===== src/rtl/cbq_pkg.sv =====
// Shared constants, codes and command type for the cascaded biquad filter.
`default_nettype none

package cbq_pkg;

   // Default number of cascaded sections
   localparam int SECTIONS_DEF = 4;
   // Section index width; the command format can address up to 8 sections
   localparam int SEC_IDX_W = 3;

   // Coefficient slots per section
   localparam int SLOTS = 5;
   localparam int SLOT_W = 3;
   localparam logic [SLOT_W-1:0] SLOT_B0 = 3'd0;
   localparam logic [SLOT_W-1:0] SLOT_B1 = 3'd1;
   localparam logic [SLOT_W-1:0] SLOT_B2 = 3'd2;
   localparam logic [SLOT_W-1:0] SLOT_A1 = 3'd3;
   localparam logic [SLOT_W-1:0] SLOT_A2 = 3'd4;

   // Item kinds carried in req_tuser
   localparam logic MODE_SAMPLE = 1'b0;
   localparam logic MODE_COEF = 1'b1;

   // Number formats
   localparam int SAMPLE_W = 24;   // Q16.8
   localparam int COEF_W = 20;     // Q4.16
   localparam int PROD_W = SAMPLE_W + COEF_W;
   localparam int ACC_W = PROD_W + 3;
   localparam int FRAC_SHIFT = 16;
   localparam int ROUND_HALF = 2 ** (FRAC_SHIFT - 1);
   localparam int RQ_W = ACC_W + 1 - FRAC_SHIFT;
   localparam logic signed [SAMPLE_W-1:0] SAMPLE_MAX = {1'b0, {(SAMPLE_W-1){1'b1}}};
   localparam logic signed [SAMPLE_W-1:0] SAMPLE_MIN = {1'b1, {(SAMPLE_W-1){1'b0}}};

   // Flat address width wide enough for any section and slot
   localparam int ADDR_FULL_W = 6;

   // Samples after reset that only fill the input history
   localparam int STARTUP_SAMPLES = 2;

   // Controller to datapath commands
   typedef struct packed {
      logic                  load_sample;
      logic                  coef_wr;
      logic                  mac_issue;
      logic                  acc_clr;
      logic                  round;
      logic                  out_load;
      logic                  out_zero;
      logic [SEC_IDX_W-1:0]  sec;
      logic [SLOT_W-1:0]     slot;
   } cbq_cmd_type;

endpackage

`default_nettype wire


===== src/rtl/cascaded_biquad_iir_filter_unit.sv =====
// Each section runs 5 taps through one shared 20x24 multiplier, then drains the product and
// accumulate stages and rounds; after the last section the result goes to rsp_tdata.
// No new item is taken while a sample is in flight or its result waits for the output register;
// startup samples skip the sections, and coefficient writes are taken back to back.
// Reset (synchronous): clears coefficient valid bits, histories, startup count and handshakes;
// no clearing pass, the block takes items in the first cycle after reset.
`default_nettype none

module cascaded_biquad_iir_filter_unit #(
   parameter int SECTIONS = cbq_pkg::SECTIONS_DEF
) (
   input  wire logic          clock,
   input  wire logic          reset,
   input  wire logic          req_tvalid,
   output logic               req_tready,
   // [23:0] sample, [26:24] coef_section, [29:27] coef_slot, [49:30] coef_value, [55:50] zero
   input  wire logic [55:0]   req_tdata,
   // [0] mode
   input  wire logic          req_tuser,
   output logic               rsp_tvalid,
   input  wire logic          rsp_tready,
   // [23:0] filtered
   output logic [23:0]        rsp_tdata,
   // [0] saturated
   output logic               rsp_tuser
);
   import cbq_pkg::*;

   cbq_cmd_type                 cmd;
   logic signed [SAMPLE_W-1:0]  sample;
   logic [SEC_IDX_W-1:0]        coef_section;
   logic [SLOT_W-1:0]           coef_slot;
   logic signed [COEF_W-1:0]    coef_value;
   logic signed [SAMPLE_W-1:0]  filtered;
   logic                        saturated;

   // Unpack request fields
   assign sample       = req_tdata[23:0];
   assign coef_section = req_tdata[26:24];
   assign coef_slot    = req_tdata[29:27];
   assign coef_value   = req_tdata[49:30];

   assign rsp_tdata = filtered;
   assign rsp_tuser = saturated;

   cbq_ctrl #(
      .SECTIONS (SECTIONS)
   ) u_ctrl (
      .clock      (clock),
      .reset      (reset),
      .req_tvalid (req_tvalid),
      .req_mode   (req_tuser),
      .req_tready (req_tready),
      .rsp_tvalid (rsp_tvalid),
      .rsp_tready (rsp_tready),
      .cmd_o      (cmd)
   );

   cbq_dpath #(
      .SECTIONS (SECTIONS)
   ) u_dpath (
      .clock        (clock),
      .reset        (reset),
      .cmd_i        (cmd),
      .sample       (sample),
      .coef_section (coef_section),
      .coef_slot    (coef_slot),
      .coef_value   (coef_value),
      .filtered     (filtered),
      .saturated    (saturated)
   );

endmodule

`default_nettype wire


===== src/rtl/cbq_ctrl.sv =====
// Sequencer for the biquad cascade: handshakes, section and tap counting.
`default_nettype none

module cbq_ctrl #(
   parameter int SECTIONS = cbq_pkg::SECTIONS_DEF
) (
   input  wire logic               clock,
   input  wire logic               reset,
   input  wire logic               req_tvalid,
   input  wire logic               req_mode,
   output logic                    req_tready,
   output logic                    rsp_tvalid,
   input  wire logic               rsp_tready,
   output cbq_pkg::cbq_cmd_type    cmd_o
);
   import cbq_pkg::*;

   localparam int SEC_W = (SECTIONS > 1) ? $clog2(SECTIONS) : 1;

   typedef enum logic [2:0] {
      S_IDLE,
      S_MAC,
      S_WAIT,
      S_ROUND,
      S_OUT
   } state_type;

   state_type          state_ff;
   logic [SEC_W-1:0]   sec_ff;
   logic [SLOT_W-1:0]  slot_ff;
   logic               wait_ff;
   logic [1:0]         startup_ff;
   logic               zero_ff;
   logic               rsp_valid_ff;

   logic req_fire;
   logic rsp_fire;
   logic out_free;
   logic last_sec;

   assign req_tready = (state_ff == S_IDLE);
   assign rsp_tvalid = rsp_valid_ff;
   assign req_fire   = req_tvalid && req_tready;
   assign rsp_fire   = rsp_valid_ff && rsp_tready;
   assign out_free   = !rsp_valid_ff || rsp_tready;
   assign last_sec   = (sec_ff == SEC_W'(SECTIONS - 1));

   // State and registered outputs
   always_ff @(posedge clock) begin
      if (reset) begin
         state_ff     <= S_IDLE;
         sec_ff       <= '0;
         slot_ff      <= SLOT_B0;
         wait_ff      <= 1'b0;
         startup_ff   <= '0;
         zero_ff      <= 1'b0;
         rsp_valid_ff <= 1'b0;
      end else begin
         // in S_OUT the case arm below decides the valid flag
         if (rsp_fire && state_ff != S_OUT) begin
            rsp_valid_ff <= 1'b0;
         end
         unique case (state_ff)
            S_IDLE: begin
               if (req_fire && req_mode == MODE_SAMPLE) begin
                  sec_ff  <= '0;
                  slot_ff <= SLOT_B0;
                  if (startup_ff < 2'(STARTUP_SAMPLES)) begin
                     startup_ff <= startup_ff + 2'd1;
                     zero_ff    <= 1'b1;
                     state_ff   <= S_OUT;
                  end else begin
                     zero_ff  <= 1'b0;
                     state_ff <= S_MAC;
                  end
               end
            end
            S_MAC: begin
               if (slot_ff == SLOT_A2) begin
                  wait_ff  <= 1'b0;
                  state_ff <= S_WAIT;
               end else begin
                  slot_ff <= slot_ff + 3'd1;
               end
            end
            S_WAIT: begin
               // wait for the product and accumulate stages to drain
               if (wait_ff) begin
                  state_ff <= S_ROUND;
               end else begin
                  wait_ff <= 1'b1;
               end
            end
            S_ROUND: begin
               if (last_sec) begin
                  state_ff <= S_OUT;
               end else begin
                  sec_ff   <= sec_ff + SEC_W'(1);
                  slot_ff  <= SLOT_B0;
                  state_ff <= S_MAC;
               end
            end
            S_OUT: begin
               if (out_free) begin
                  rsp_valid_ff <= 1'b1;
                  state_ff     <= S_IDLE;
               end
            end
            default: begin
               state_ff <= S_IDLE;
            end
         endcase
      end
   end

   // Command decode
   always_comb begin
      cmd_o             = '0;
      cmd_o.sec         = SEC_IDX_W'(sec_ff);
      cmd_o.slot        = slot_ff;
      cmd_o.load_sample = req_fire && (req_mode == MODE_SAMPLE);
      cmd_o.coef_wr     = req_fire && (req_mode == MODE_COEF);
      cmd_o.mac_issue   = (state_ff == S_MAC);
      cmd_o.acc_clr     = (state_ff == S_MAC) && (slot_ff == SLOT_B0);
      cmd_o.round       = (state_ff == S_ROUND);
      cmd_o.out_load    = (state_ff == S_OUT) && out_free;
      cmd_o.out_zero    = zero_ff;
   end

   // Checks
   a_round_after_last_tap: assert property (@(posedge clock) disable iff (reset)
      (cmd_o.mac_issue && cmd_o.slot == SLOT_A2) |-> ##3 cmd_o.round)
      else $error("round not three cycles after last tap");

   a_no_result_overwrite: assert property (@(posedge clock) disable iff (reset)
      cmd_o.out_load |-> (!rsp_valid_ff || rsp_tready))
      else $error("result register overwritten before transfer");

   a_no_accept_while_busy: assert property (@(posedge clock) disable iff (reset)
      (cmd_o.mac_issue || cmd_o.round) |-> !req_tready)
      else $error("input ready while computing");

   a_startup_bound: assert property (@(posedge clock) disable iff (reset)
      startup_ff <= 2'(STARTUP_SAMPLES))
      else $error("startup count past limit");

endmodule

`default_nettype wire


===== src/rtl/cbq_dpath.sv =====
// Datapath: coefficient memory, histories, shared multiply-accumulate, round and clip.
`default_nettype none

module cbq_dpath #(
   parameter int SECTIONS = cbq_pkg::SECTIONS_DEF
) (
   input  wire logic                                    clock,
   input  wire logic                                    reset,
   input  wire cbq_pkg::cbq_cmd_type                    cmd_i,
   input  wire logic signed [cbq_pkg::SAMPLE_W-1:0]     sample,
   input  wire logic [cbq_pkg::SEC_IDX_W-1:0]           coef_section,
   input  wire logic [cbq_pkg::SLOT_W-1:0]              coef_slot,
   input  wire logic signed [cbq_pkg::COEF_W-1:0]       coef_value,
   output logic signed [cbq_pkg::SAMPLE_W-1:0]          filtered,
   output logic                                         saturated
);
   import cbq_pkg::*;

   localparam int COEFS = SLOTS * SECTIONS;
   localparam int AW = $clog2(COEFS);
   localparam int SEC_W = (SECTIONS > 1) ? $clog2(SECTIONS) : 1;

   // Coefficient memory with per-entry valid bits (unwritten reads as zero)
   logic signed [COEF_W-1:0]  coef_mem [COEFS];
   logic [COEFS-1:0]          coef_vld_ff;
   logic signed [COEF_W-1:0]  coef_rd_ff;
   logic                      rd_vld_ff;

   logic [ADDR_FULL_W-1:0]    wr_full;
   logic [ADDR_FULL_W-1:0]    rd_full;
   logic [AW-1:0]             wr_addr;
   logic [AW-1:0]             rd_addr;
   logic                      wr_ok;
   logic [SEC_W-1:0]          sec;

   // Histories and working registers
   logic signed [SAMPLE_W-1:0] in_h0_ff;
   logic signed [SAMPLE_W-1:0] in_h1_ff;
   logic signed [SAMPLE_W-1:0] y1_ff [SECTIONS];
   logic signed [SAMPLE_W-1:0] y2_ff [SECTIONS];
   logic signed [SAMPLE_W-1:0] x0_ff;
   logic signed [SAMPLE_W-1:0] xh1_ff;
   logic signed [SAMPLE_W-1:0] xh2_ff;
   logic                       sat_ff;

   // MAC pipeline
   logic signed [SAMPLE_W-1:0] opnd_in;
   logic signed [SAMPLE_W-1:0] opnd_ff;
   logic                       neg1_ff;
   logic                       v1_ff;
   logic signed [COEF_W-1:0]   coef_eff;
   logic signed [PROD_W-1:0]   prod_ff;
   logic                       neg2_ff;
   logic                       v2_ff;
   logic signed [ACC_W-1:0]    acc_ff;

   // Round and clip
   logic signed [ACC_W:0]      rsum;
   logic [RQ_W-1:0]            rq;
   logic [RQ_W-SAMPLE_W:0]     rq_hi;
   logic                       clip;
   logic signed [SAMPLE_W-1:0] y;

   assign sec     = cmd_i.sec[SEC_W-1:0];
   assign wr_full = ADDR_FULL_W'(coef_section) * ADDR_FULL_W'(SLOTS)
                    + ADDR_FULL_W'(coef_slot);
   assign rd_full = ADDR_FULL_W'(cmd_i.sec) * ADDR_FULL_W'(SLOTS)
                    + ADDR_FULL_W'(cmd_i.slot);
   assign wr_addr = wr_full[AW-1:0];
   assign rd_addr = rd_full[AW-1:0];
   assign wr_ok   = cmd_i.coef_wr && (int'(coef_section) < SECTIONS)
                    && (int'(coef_slot) < SLOTS);

   // Memory write and registered read
   always_ff @(posedge clock) begin
      if (wr_ok) begin
         coef_mem[wr_addr] <= coef_value;
      end
      coef_rd_ff <= coef_mem[rd_addr];
   end

   // Valid bits
   always_ff @(posedge clock) begin
      if (reset) begin
         coef_vld_ff <= '0;
         rd_vld_ff   <= 1'b0;
      end else begin
         if (wr_ok) begin
            coef_vld_ff[wr_addr] <= 1'b1;
         end
         rd_vld_ff <= coef_vld_ff[rd_addr];
      end
   end

   // Operand select for the issued tap
   always_comb begin
      case (cmd_i.slot)
         SLOT_B0: opnd_in = x0_ff;
         SLOT_B1: opnd_in = xh1_ff;
         SLOT_B2: opnd_in = xh2_ff;
         SLOT_A1: opnd_in = y1_ff[sec];
         default: opnd_in = y2_ff[sec];
      endcase
   end

   assign coef_eff = rd_vld_ff ? coef_rd_ff : '0;

   // MAC stage valids
   always_ff @(posedge clock) begin
      if (reset) begin
         v1_ff <= 1'b0;
         v2_ff <= 1'b0;
      end else begin
         v1_ff <= cmd_i.mac_issue;
         v2_ff <= v1_ff;
      end
   end

   // Operand, product and accumulate stages
   always_ff @(posedge clock) begin
      opnd_ff <= opnd_in;
      neg1_ff <= (cmd_i.slot == SLOT_A1) || (cmd_i.slot == SLOT_A2);
      prod_ff <= coef_eff * opnd_ff;
      neg2_ff <= neg1_ff;
      if (cmd_i.acc_clr) begin
         acc_ff <= '0;
      end else if (v2_ff) begin
         if (neg2_ff) begin
            acc_ff <= acc_ff - ACC_W'(prod_ff);
         end else begin
            acc_ff <= acc_ff + ACC_W'(prod_ff);
         end
      end
   end

   // Round half up to Q16.8, then saturate
   always_comb begin
      rsum  = (ACC_W+1)'(acc_ff) + (ACC_W+1)'(ROUND_HALF);
      rq    = rsum[ACC_W:FRAC_SHIFT];
      rq_hi = rq[RQ_W-1:SAMPLE_W-1];
      clip  = !((&rq_hi) || (~|rq_hi));
      if (clip) begin
         y = rq[RQ_W-1] ? SAMPLE_MIN : SAMPLE_MAX;
      end else begin
         y = rq[SAMPLE_W-1:0];
      end
   end

   // Histories and clip flag
   always_ff @(posedge clock) begin
      if (reset) begin
         in_h0_ff <= '0;
         in_h1_ff <= '0;
         sat_ff   <= 1'b0;
         for (int i = 0; i < SECTIONS; i++) begin
            y1_ff[i] <= '0;
            y2_ff[i] <= '0;
         end
      end else begin
         if (cmd_i.load_sample) begin
            in_h0_ff <= sample;
            in_h1_ff <= in_h0_ff;
            sat_ff   <= 1'b0;
         end
         if (cmd_i.round) begin
            y1_ff[sec] <= y;
            y2_ff[sec] <= y1_ff[sec];
            if (clip) begin
               sat_ff <= 1'b1;
            end
         end
      end
   end

   // Section input taps: sample on load, then each section's output history
   always_ff @(posedge clock) begin
      if (cmd_i.load_sample) begin
         x0_ff  <= sample;
         xh1_ff <= in_h0_ff;
         xh2_ff <= in_h1_ff;
      end else if (cmd_i.round) begin
         x0_ff  <= y;
         xh1_ff <= y1_ff[sec];
         xh2_ff <= y2_ff[sec];
      end
   end

   // Result register
   always_ff @(posedge clock) begin
      if (cmd_i.out_load) begin
         filtered  <= cmd_i.out_zero ? '0 : x0_ff;
         saturated <= cmd_i.out_zero ? 1'b0 : sat_ff;
      end
   end

   // Checks
   a_round_pipeline_empty: assert property (@(posedge clock) disable iff (reset)
      cmd_i.round |-> (!v1_ff && !v2_ff))
      else $error("round while products still in flight");

   a_load_not_during_mac: assert property (@(posedge clock) disable iff (reset)
      cmd_i.load_sample |-> (!cmd_i.mac_issue && !v1_ff && !v2_ff))
      else $error("sample loaded during accumulation");

   a_wr_not_during_mac: assert property (@(posedge clock) disable iff (reset)
      wr_ok |-> (!v1_ff && !cmd_i.mac_issue))
      else $error("coefficient write during accumulation");

endmodule

`default_nettype wire


===== config.mk =====
export PLATFORM = sky130hd
export DESIGN_NAME = cascaded_biquad_iir_filter_unit
export DESIGN_NICKNAME = d
export VERILOG_FILES = /design/src/rtl/cbq_pkg.sv /design/src/rtl/cascaded_biquad_iir_filter_unit.sv /design/src/rtl/cbq_ctrl.sv /design/src/rtl/cbq_dpath.sv
export SDC_FILE = /design/constraint.sdc
export NUM_CORES = 2
export LEC_CHECK = 0
export ABC_AREA = 1
export BUFFER_PORTS_ARGS = -buffer_cell sky130_fd_sc_hd__buf_4
export CORE_MARGIN = 3
export CORE_UTILIZATION = 52
export DETAILED_ROUTE_END_ITERATION = 7
export PLACE_DENSITY = 0.77
export SKIP_LAST_GASP = 1
export SLEW_MARGIN = 20
export SYNTH_ARGS = -nofsm -noshare
export SYNTH_HDL_FRONTEND = slang
export SYNTH_HIERARCHICAL = 1
export SYNTH_SLANG_ARGS = --single-unit

===== constraint.sdc =====
create_clock -name clock -period 7.3 [get_ports clock]
set_input_delay 0.73 -clock clock [delete_from_list [all_inputs] [get_ports clock]]
set_output_delay 0.73 -clock clock [all_outputs]
set_load 0.005 [all_outputs]

After elaboration in Yosys (flattened, before gate mapping):

Memories as Yosys holds them, arrays and structs flattened. A register that Yosys moved wholly into a read port is not among the register bits.
Cells that the tools add are included.

* order comparisons: 6
* equal/unequal tests: 16
* bitwise gates (word level): 2
* add/sub/neg operators: 8
* $mul: 3
* reductions and logical operators: 31
* multiplexer cells: 55

Operators with widths (count)
* $mux W24: 10
* $pmux W24 S4: 1
* $add A47 B17 Y48 const B: 1
* $reduce_or A24 Y1: 2
* $add A47 B44 Y47: 1
* $mux W47: 1
* $sub A47 B44 Y47: 1
* $mul A20 B24 Y44: 1
* $mux W3: 9
* $mux W20: 1
* $or A20 B20 Y20: 1
* $mux W1: 19
* $mux W2: 8
* $pmux W3 S5: 1
* $eq A3 B2 Y1 const B: 4
* $lt A5 B6 Y1 const B: 2
* $add A5 B3 Y5: 2
* $logic_and A1 B1 Y1: 10
* $pmux W3 S3: 1
* $reduce_and A9 Y1: 1
* $reduce_or A9 Y1: 1
* $ne A2 B2 Y1 const B: 4
* $reduce_and A4 Y1: 2
* $eq A3 B1 Y1 const B: 2
* other kinds (23): 35

* memories: 3
* register bits: 299
* output and inout port bits: 27
* word-level logic and storage cells: 148
* memory bits (writable): 592
* input port bits: 61

Memories
* u_dpath.coef_mem: words 20, width 20, rd ports 1, clocked after memory_dff 1, wr ports 1, line cbq_dpath.sv:24 `logic signed [COEF_W-1:0] coef_mem [COEFS];`
* u_dpath.y1_ff: words 4, width 24, rd ports 1, clocked after memory_dff 1, wr ports 4, line cbq_dpath.sv:39 `logic signed [SAMPLE_W-1:0] y1_ff [SECTIONS];`
* u_dpath.y2_ff: words 4, width 24, rd ports 1, clocked after memory_dff 1, wr ports 4, line cbq_dpath.sv:40 `logic signed [SAMPLE_W-1:0] y2_ff [SECTIONS];`

Logic depth before layout (Yosys ltp):

* depth in word-level cells: 7
* mapped depth: 30
* mapped depth without buffers: 29

Cells and area by module:

Netlist, hierarchy kept.

By module, submodules not included
* cbq_dpath: instances 1, cells an instance 6327, seq. area each 24873.9 sq um, area an instance 58173.3 sq um
* cbq_ctrl: instances 1, cells an instance 116, seq. area each 260.2 sq um, area an instance 813.3 sq um

Least setup slack after synthesis:

OpenSTA, ideal clock, no wires.

* path type: register to register
* start: register u_dpath.rd_vld_ff
* end: register u_dpath.prod_ff[43]
* clock period less this slack: 6.689 ns
* arrival: 6.570 ns
* cell stages (with the launch flop): 26
* data required time: 7.182 ns
* slack: 0.611 ns
* library setup time: 0.118 ns
* path buffers: 2
* cells stage by stage: dfxtp_1 clkbuf_1 nand2_1 clkbuf_1 nor2_1 fa_1 inv_1 fa_1 inv_1 fa_1 inv_1 fa_1 inv_1 fa_1 inv_1 fa_1 fa_1 inv_1 ha_1 nand2_1 nor2_1 inv_1 nor4_1 nand3_1 nand3_1 xnor2_1

* longest elaborated chain between the ends: 2

Ends and longest elaborated chain
* start, declared: line cbq_dpath.sv:27 `logic rd_vld_ff;`
* start signal, assigned: line cbq_dpath.sv:91 `rd_vld_ff <= coef_vld_ff[rd_addr];`
* $mux W20: line cbq_dpath.sv:106 `assign coef_eff = rd_vld_ff ? coef_rd_ff : '0;`
* $mul A20 B24 Y44: line cbq_dpath.sv:123 `prod_ff <= coef_eff * opnd_ff;`
* end signal, assigned: line cbq_dpath.sv:123
* end, declared: line cbq_dpath.sv:52 `logic signed [PROD_W-1:0] prod_ff;`

No other way between the ends.
A chain may end at the register's enable or synchronous reset.

Final worst setup path:

* start: register u_dpath.rd_vld_ff
* end: register u_dpath.prod_ff[37]

Same word-level chain as after synthesis.

==> run metrics <==
Tot Pwr 22.3 mW; fin area 64900 um^2; DIE AREA 118000 um^2; Fillers 9257; cts hold-fix bufs 0; Non-Filler Instances 8077; layout cells sized above 1 7.44%; clock tree buffer depth 3; Placed Instance Area 61700 um^2; H-Tree Depth 3; Yosys top cell by area edfxtp_1; hold path start u_dpath/neg1_ff; dpl cells 7904; Core Rows 122; R2R setup slack 230 ps; switching power 9.88 mW; drt wl/cell 20.5 um; post-synth net total 7181; die width 343 um; Hold Crit Class register to register; CTS tree built; GPL Wtd Cong 0.979; post-detail-place hpwl 117000 um; clock buffer count from CTS 92; synth-to-layout area growth 10.1%; critical path type register to register; worst r2r src u_dpath/rd_vld_ff; outcome completed; Internal 12.4 mW; # DRC 0; first-pass GRT wire length 256000 um; RSZ-0062 raised after global routing no; Comb pwr share 48.0%; sequential share of power 30.0%; Initial DRT Pass Iterations 6; Max Fclk 141 MHz; Final Critical Period 7070 ps; Initial Util 52.9%; vias per cell 5.65; Setup Skew 74.8 ps; I/O pins 88; Worst VDD drop 0.256 mV; post-CTS setup buffer count 0; crit-path max FO 11; vias in the first global route 46400; post-synthesis register bit count 911; First DRT Iteration DRCs 4696; Yosys cell types 55; clock slew at reported path FFs 60 ps; Top FF cell, synth edfxtp_1; Rel. slew slack 24.6%; hold path depth 0; Reg2Reg Capture Point u_dpath/prod_ff[37]; detailed-route via count 45600; Post-Syn Area 59000 um^2; share of flip-flops with an asynchronous set or reset 0%; Critical Path Source Type register; top cells by area, synth edfxtp_1 35%, fa_1 17%, nor2_1 7.8%; Total GRT Usage 28.2%; Pleak 28.2 nW; synth warn 6; CP arrival 7670 ps; nets 7248; switch share 44.4%; Synth top area share 35.1%; Clock Latency Late Sink 710 ps; EDFF count, synth 689; Antenna Nets Post-Route 0; final worst-path cycle share 96.8%; PD cells 343 nW/um^2; Worst Reg-to-Reg Cells 23; Hold Violations, Final 0; Buffers on Ports 81; cell with the most instances after synthesis nor2_1; Total Wirelength 166000 um; power share of the clock group 22.0%; Max Cap Viol 0; Die Span Y 343 um; initial antenna violation count 1; Seq/Total Area, Yosys 42.6%; Avg Cell Area, Syn 9.16 um^2; CTS Sinks 911; core area 112000 um^2; Setup violations, final 0; cells after synthesis 6443; remaining global-route overflow 0; CTS Root Cell clkbuf_16; Required @ worst endpoint 7900 ps; crit end category register; slew of the pin with the lowest slew margin 1130 ps; Max Slew Vio Count 0; most common library cells after synthesis 1226 x nor2_1, 1060 x nand2_1, 971 x inv_1; largest net degree at the start of global routing 103; hold path endpoint u_dpath/neg2_ff; Final TNS setup 0 ps
registers in the layout (all words and copies together) (netlist names), 2 cells and up:
signal,count
u_ctrl/sec_ff,2
u_ctrl/slot_ff,3
u_ctrl/startup_ff,2
u_ctrl/state_ff,3
u_dpath/acc_ff,47
u_dpath/coef_mem,400
u_dpath/coef_rd_ff,20
u_dpath/coef_vld_ff,20
u_dpath/filtered,24
u_dpath/in_h0_ff,24
u_dpath/in_h1_ff,24
u_dpath/opnd_ff,24
u_dpath/prod_ff,44
u_dpath/x0_ff,24
u_dpath/xh1_ff,24
u_dpath/xh2_ff,24
u_dpath/y1_ff,96
u_dpath/y2_ff,96
power groups by stage:
stage                     sequential [mW]  combinational (mW)  clock [mW]
after floorplan                      6.54                7.07           0
after global placement               6.75                10.2           0
after detailed placement             6.77                10.4           0
after global routing                 6.71                11.7        5.17
final                                6.68                10.7        4.91
after CTS                            6.66                10.5        4.97
cell usage in the layout (no fill, tap or decap), types with 78 or more instances in the layout:
cell and instances:
nand3_1 140, ha_1 180, nand2_1 1053, buf_4 232, dfxtp_1 219, fa_1 495, inv_1 967, o32ai_1 78
xor2_1 92, edfxtp_1 689, clkbuf_16 95, a21oi_1 187, o21ai_0 348, nor2_1 1200
critical path, stage by stage (launching register included):
cell	delay, ps
dfxtp_1	360
buf_4	200
nand2_1	250
clkinv_1	450
nand2_1	220
fa_1	460
fa_1	530
inv_1	60
fa_1	410
fa_1	540
fa_1	510
fa_1	500
inv_1	50
fa_1	490
inv_1	40
ha_1	370
nand2_1	140
nor2_1	150
inv_1	90
nor4b_1	450
buf_4	200
o21ai_0	140
nand4_1	170
xor2_1	200
final cells by class:
| cell class | instances | area (um^2) | share of cell area, % |
|---|---|---|---|
| clock inverters | 52 | 633 | 0.975 |
| clock buffers | 120 | 2560 | 3.94 |
| inverters | 1014 | 3810 | 5.87 |
| diodes | 1 | 2.50 | 0.00385 |
| flip-flops and latches | 911 | 25100 | 38.7 |
| well taps | 1488 | 1860 | 2.87 |
| repair buffers | 233 | 1760 | 2.71 |
| multi-input cells | 4258 | 29200 | 44.9 |
cells by family (layout without fill, tap and decap cells):
kind of cell	after synthesis	after routing	synth area share, %
simple gates	2542	2542	17.0
buf+inv	1274	1419	8.20
flops	911	911	42.6
compound gates	872	872	8.97
fa+ha+maj	677	677	20.7
xor+xnor	138	138	2.05
mux	28	28	0.475
other cells	1	2	0.00636
metal layers:
layer	routed length (um)	global-route usage, %	up-vias
met5	12	0	-
met4	8900	13.8	2
met3	15400	5.27	503
met2	77600	46.4	2247
met1	63700	36.0	22100
li1	-	-	20800
worst max path at each step:
stage / to / depth (start not counted) / slack (ps) / start
floorplan: u_dpath/prod_ff[43] / 25 / 610 / u_dpath/rd_vld_ff
global placement: u_dpath/prod_ff[37] / 25 / 440 / u_dpath/rd_vld_ff
detailed placement: u_dpath/prod_ff[37] / 25 / 390 / u_dpath/rd_vld_ff
CTS: u_dpath/prod_ff[37] / 25 / 340 / u_dpath/rd_vld_ff
global route: u_dpath/prod_ff[37] / 23 / 20 / u_dpath/rd_vld_ff
finish: u_dpath/prod_ff[37] / 23 / 230 / u_dpath/rd_vld_ff
through the flow:
step | worst slack [ps] | util, % | hold WS, ps
finish | 230 | 58.2 | 329
global route | 19.4 | 58.2 | 334
CTS | 339 | 58.2 | 313
detailed placement | 395 | 55.3 | 313
global placement | 441 | 55.3 | 312
floorplan | 611 | - | 310
timing repair:
item / CTS / global route
setup endpoints to repair: 0 / 1
hold endpoints to repair: 0 / 0
resized for setup: 0 / 2
(Power assumes the default switching activity.)
